<file path="src/hdl/isingm_pkg.sv">
`default_nettype none

package isingm_pkg;

    localparam int SIDE_DEFAULT = 128;

    localparam int COORD_W  = 7;
    localparam int PCT_W    = 7;
    localparam int ENERGY_W = 17;
    localparam int MAGNET_W = 16;

    localparam int IN_DATA_W  = 24;
    localparam int OUT_DATA_W = 40;

    localparam int CFG_DATA_W  = 7;
    localparam int CFG_INDEX_W = 1;

    localparam logic [CFG_INDEX_W-1:0] CFG_ACCEPT_FOUR  = 1'd0;
    localparam logic [CFG_INDEX_W-1:0] CFG_ACCEPT_EIGHT = 1'd1;

    typedef enum logic [2:0] {
        ST_CLEAR,
        ST_IDLE,
        ST_READ_CENTER,
        ST_READ_DOWN,
        ST_EVAL
    } state_t;

    typedef struct packed {
        logic                       accepted;
        logic                       new_spin;
        logic signed [ENERGY_W-1:0] total_energy;
        logic signed [MAGNET_W-1:0] magnet_sum;
    } eval_res_t;

endpackage

`default_nettype wire

</file>
<file path="src/hdl/isingm_eval.sv">
`default_nettype none

module isingm_eval #(
    parameter int SIDE = isingm_pkg::SIDE_DEFAULT
) (
    input  wire logic                              clk,
    input  wire logic                              rst_n,
    input  wire logic                              en,
    input  wire logic                              center,
    input  wire logic                              nb_up,
    input  wire logic                              nb_down,
    input  wire logic                              nb_left,
    input  wire logic                              nb_right,
    input  wire logic [isingm_pkg::PCT_W-1:0]      random_pct,
    input  wire logic [isingm_pkg::CFG_DATA_W-1:0] limit_four,
    input  wire logic [isingm_pkg::CFG_DATA_W-1:0] limit_eight,
    output isingm_pkg::eval_res_t                  res
);

    import isingm_pkg::*;

    localparam logic [ENERGY_W-1:0] ENERGY_RESET = ENERGY_W'(-2 * SIDE * SIDE);
    localparam logic [MAGNET_W-1:0] MAGNET_RESET = MAGNET_W'(SIDE * SIDE);

    logic signed [ENERGY_W-1:0] energy_reg;
    logic signed [ENERGY_W-1:0] energy_next;
    logic signed [MAGNET_W-1:0] magnet_reg;
    logic signed [MAGNET_W-1:0] magnet_next;
    logic [2:0]                 same_cnt;
    logic signed [ENERGY_W-1:0] delta_e;
    logic                       acc;

    // Each neighbor aligned with the center adds 4 to the energy change.
    assign same_cnt = 3'(nb_up    == center) + 3'(nb_down  == center)
                    + 3'(nb_left  == center) + 3'(nb_right == center);

    always_comb
    begin
        case (same_cnt)
            3'd0:    delta_e = -ENERGY_W'(sreg8());
            3'd1:    delta_e = -ENERGY_W'(4);
            3'd2:    delta_e = '0;
            3'd3:    delta_e = ENERGY_W'(4);
            default: delta_e = ENERGY_W'(8);
        endcase
        case (same_cnt)
            3'd3:    acc = (random_pct <= limit_four);
            3'd4:    acc = (random_pct <= limit_eight);
            default: acc = 1'b1;
        endcase
        energy_next = energy_reg;
        magnet_next = magnet_reg;
        if (acc)
        begin
            energy_next = energy_reg + delta_e;
            magnet_next = center ? magnet_reg - MAGNET_W'(2) : magnet_reg + MAGNET_W'(2);
        end
    end

    function automatic int sreg8();
        return 8;
    endfunction

    always_ff @(posedge clk or negedge rst_n)
    begin
        if (!rst_n)
        begin
            energy_reg <= ENERGY_RESET;
            magnet_reg <= MAGNET_RESET;
        end
        else if (en)
        begin
            energy_reg <= energy_next;
            magnet_reg <= magnet_next;
        end
    end

    assign res.accepted     = acc;
    assign res.new_spin     = center ^ acc;
    assign res.total_energy = energy_next;
    assign res.magnet_sum   = magnet_next;

endmodule

`default_nettype wire

</file>
<file path="config.mk">
export PLATFORM = sky130hd
export DESIGN_NAME = isingm_eval
export DESIGN_NICKNAME = d
export VERILOG_FILES = /design/src/hdl/isingm_pkg.sv /design/src/hdl/isingm_eval.sv
export SDC_FILE = /design/constraint.sdc
export NUM_CORES = 1
export LEC_CHECK = 0
export BUFFER_PORTS_ARGS = -buffer_cell sky130_fd_sc_hd__clkbuf_2
export CELL_PAD_IN_SITES_DETAIL_PLACEMENT = 0
export CELL_PAD_IN_SITES_GLOBAL_PLACEMENT = 1
export CORE_ASPECT_RATIO = 1.75
export CORE_MARGIN = 2
export CORE_UTILIZATION = 47
export DETAILED_ROUTE_END_ITERATION = 10
export GPL_TIMING_DRIVEN = 0
export PLACE_DENSITY_LB_ADDON = 0.1
export SLEW_MARGIN = 5
export SYNTH_ARGS = -nofsm -noshare
export SYNTH_HDL_FRONTEND = slang
export SYNTH_SLANG_ARGS = --single-unit
</file>
<file path="constraint.sdc">
create_clock -name clk -period 11.7 [get_ports clk]
set_clock_uncertainty 0.1 [all_clocks]
set_input_delay 0.585 -clock clk [delete_from_list [all_inputs] [get_ports clk]]
set_output_delay 0.585 -clock clk [all_outputs]
set_load 0.005 [all_outputs]
</file>
; ---- Word level (Yosys, flattened, before mapping)
; Cells that the tools add are included.
[op_classes]
n_eq_ne = 8
reduce_logical = 1
addsub = 6
bitwise = 1
mux = 5
n_lt_le_gt_ge = 2
[ops]
columns = op, count
row1 = case mux 17 bit (4 select lines), 1
row2 = 2-to-1 mux 16 bit, 2
row3 = adder 17 bit, 1
row4 = 2-to-1 mux 17 bit, 1
row5 = "adder 16 x 3 -> 16 bit, second input constant", 1
row6 = "subtractor 16 x 3 -> 16 bit, second input constant", 1
row7 = <= comparator 7 bit, 2
row8 = "== test 3 x 2 -> 1 bit, second input constant", 2
row9 = == test 1 bit, 4
row10 = adder 2 x 1 -> 3 bit, 1
row11 = adder 3 x 1 -> 3 bit, 1
row12 = "== test 3 x 1 -> 1 bit, second input constant", 1
row13 = "== test 3 bit, second input constant", 1
row14 = zero test 3 bit, 1
row15 = adder 1 x 1 -> 2 bit, 1
row16 = case mux 1 bit (2 select lines), 1
row17 = XOR 1 bit, 1
[totals]
register_bits = 33
output_inout_bits = 35

; ---- Logic depth before layout (Yosys ltp)
[logic_depth]
depth_word = 8
depth_mapped = 16

; ---- Worst setup path before layout
; No wires, ideal clock.
[synth_timing]
path_kind = input to output
startpoint = input port center
endpoint = output port res[31] (netlist bit)
arrival_ns = 4.236
slack_ns = 6.779
n_path_buf = 1
required_ns = 11.015
stages = 14
cell_sequence = clkbuf_8 xor2_1 fa_1 inv_1 ha_1 ha_1 nor2_1 ha_1 o21ai_0 o21a_1 or2_0 or4_1 and4_1 o31ai_1
[synth_rtl]
columns = item, line
row1 = from (decl), isingm_eval.sv:9  ; input wire logic center,
row2 = to (decl), isingm_eval.sv:17  ; output isingm_pkg::eval_res_t res

==> flow_summary.json <==
{
  "place_hpwl_microns": 6640,
  "powerDensity_nw_per_um2": 333,
  "max_freq_mhz": 164,
  "antenna_found_initial": 0,
  "ys_types": 65,
  "coreArea_sq_um": 7230,
  "mostFrequentLayoutCells": "60 x clkbuf_2, 44 x nand2_1, 43 x ha_1",
  "layout_setup_ws_ns": 5.58,
  "status": "finished, final reports clean",
  "fp.dieH_microns": 118,
  "r2r_start": "magnet_reg[3]",
  "wl_per_cell_microns": 15.3,
  "grt_usage_pct": 21.2,
  "post-cts-setup-buffers": 0,
  "critPathLaunchType": "primary input",
  "cts_root_buf": "clkbuf_16",
  "drv_slew": 0,
  "synthFlopType": "dfrtp_1",
  "tritoncts": "done",
  "via_count": 3113,
  "intPower_w": 0.000761,
  "rsz0062_at_grt": "no",
  "diodes": 0,
  "finalHoldViolations": 0,
  "ys_seq_area_share_pct": 21.5,
  "irDropWorstVdd_uv": 165,
  "path_class": "in -> out",
  "clk_pin_slew_worst_paths_ns": 0.06,
  "die_x_microns": 69.4,
  "leakage_nw": 2.04,
  "p_sw_w": 0.000593,
  "viasPerCell": 5.67,
  "drt_iter0_markers": 83,
  "rr_worst_depth": 7,
  "die-area_sq_um": 8210,
  "period_minus_slack_ns": 6.12,
  "clock_latency_ns": 0.28,
  "finalWirelength_microns": 8380,
  "nets": 537,
  "cts_buffers": 5,
  "initial_core_util_pct": 48.6,
  "grt_max_degree": 31,
  "path_max_fanout": 16,
  "cp.arrival_ns": 5.43,
  "clkPwrFrac_pct": 9.4,
  "synth_seq_cells": 30,
  "setup_tns_ns": 0,
  "overflow": 0,
  "dp_worst_setup_slack_ns": 5.56,
  "cts_sinks": 30,
  "async_flop_share_pct": 100,
  "fill_cells": 715,
  "synth_edf_count": 0,
  "slew_headroom_pct": 22.6,
  "htree_levels": 2,
  "worstReg2RegEnd": "magnet_reg[13]",
  "setup-violations-final": 0,
  "postCtsResizedCells": 0,
  "port-buffer-count": 60,
  "ant_nets": 0,
  "worstSetupEndpointType": "output pin",
  "postSynthAreaPerCell_sq_um": 8.94,
  "synth_area_sq_um": 3510,
  "postSynthCellCount": 393,
  "r2r_slack_ns": 9.17,
  "num_rows": 41,
  "hold_buffers": 0,
  "firstDrtPassIters": 4,
  "drive_above_1_share_pct": 26.3,
  "final_cell_area_sq_um": 4070,
  "mostFrequentLayoutCell": "clkbuf_2",
  "dpl-instance-area_sq_um": 3930,
  "place.gp.congestion": 0.854,
  "grt_first_pass_wirelength_microns": 14200,
  "cts_buffer_depth": 2,
  "seq_power_share_pct": 15.5,
  "pwr-share-comb_pct": 75.1,
  "top_level_ports": 64,
  "drc": 0,
  "worst_pin_slew_ns": 1.16,
  "crit_required_ns": 11.02,
  "yosysWarnings": 0,
  "hp-class": "in -> async",
  "grt_pass1_vias": 3207,
  "switching_share_pct": 43.8,
  "maxCapViolCount": 0,
  "syn_to_final_growth_pct": 15.7,
  "fin_crit_sh_pct": 52.3
}
-- worst max path at each step --
| stage | startpoint | endpoint | slack (ns) |
|---|---|---|---|
| 2_1_floorplan | center | res[31] | 6.78 |
| 3_3_place_gp | center | res[31] | 5.49 |
| 3_5_place_dp | center | res[31] | 5.56 |
| 4_1_cts | center | res[31] | 5.54 |
| 5_1_grt | center | res[31] | 5.17 |
| 6_report | center | res[31] | 5.58 |
-- routing by layer --
| metal | global-route usage [%] | up-vias | routed length, microns |
|---|---|---|---|
| li1 | - | 1551 | - |
| met1 | 21.1 | 1490 | 3290 |
| met2 | 42.3 | 54 | 4680 |
| met3 | 2.56 | 18 | 197 |
| met4 | 9.19 | 0 | 218 |
| met5 | 0 | - | 0 |
-- metrics by stage --
step                      power, W  hold slack [ns]  std cells  util (%)
after floorplan           0.000941            0.189        395         -
after global placement     0.00121            0.371        541      54.3
after detailed placement   0.00123            0.377        541      54.3
after CTS                  0.00136            0.333        549      56.2
after global routing       0.00148            0.366        549      56.2
final                      0.00135            0.287        549      56.2
-- power by group through the flow --
stage          clock network [W]  registers, W  logic, W
2_1_floorplan                  0      0.000199  0.000742
4_1_cts                 0.000128      0.000210   0.00103
5_1_grt                 0.000131      0.000217   0.00114
3_3_place_gp                   0      0.000208   0.00100
6_report                0.000127      0.000209   0.00102
3_5_place_dp                   0      0.000211   0.00102
-- cells in the mapped netlist (all sizes together), types with 3 or more instances --
library cell  number  share of area [%]
nand2             44                4.7
dfrtp             27                 19
dfstp              3                2.2
o31ai              8                1.7
or2                3               0.53
nand4              4               0.71
buf               10                2.4
nand3              7                1.0
clkbuf             4                1.0
ha                43                 15
xor2               8                2.0
o21a               7                1.5
inv               27                2.9
xnor2             14                3.5
nor2b              4               0.93
a21boi             3               0.64
a21o               9                1.9
nor2              20                2.1
mux2              35                 13
and3               4               0.75
a211oi             7                1.6
fa                 3                1.7
o31a               6                1.5
nor3               8                1.3
o21ai             25                3.6
a21oi             23                3.3
-- area by class of cell --
cell class / count / area [sq um] / area share (%)
Buffer: 15 / 153 / 3.75
Clock buffer: 8 / 136 / 3.35
Inverter: 28 / 105 / 2.59
Multi-Input combinational cell: 322 / 2510 / 61.7
Sequential cell: 30 / 754 / 18.6
Tap cell: 86 / 108 / 2.65
Timing Repair Buffer: 60 / 300 / 7.39
-- critical path, stage by stage --
cell      delay [ns]
clkbuf_2        0.27
clkbuf_8        0.26
xor2_1          0.18
fa_1            0.53
inv_1           0.04
ha_1            0.19
ha_1            0.31
nor2_1          0.89
ha_1            0.39
o21ai_0         0.16
o21a_1          0.23
or2_0           0.24
or4_1           0.44
and4_1          0.24
o31ai_1         0.29
clkbuf_2        0.17
-- cells by family (layout without fill, tap and decap cells) --
family	count (synthesis)	in the layout	share of synthesized area, %
XOR/XNOR	22	22	5.48
AO/OA/AOI/OAI	105	105	19.9
adder cells (fa/ha/maj)	46	46	17.0
AND/OR/NAND/NOR	109	109	15.3
flip-flops	30	30	21.5
multiplexers	37	37	13.4
other	1	3	0.107
buffers and inverters	43	111	7.34
Power figures use the tool's default switching activity.
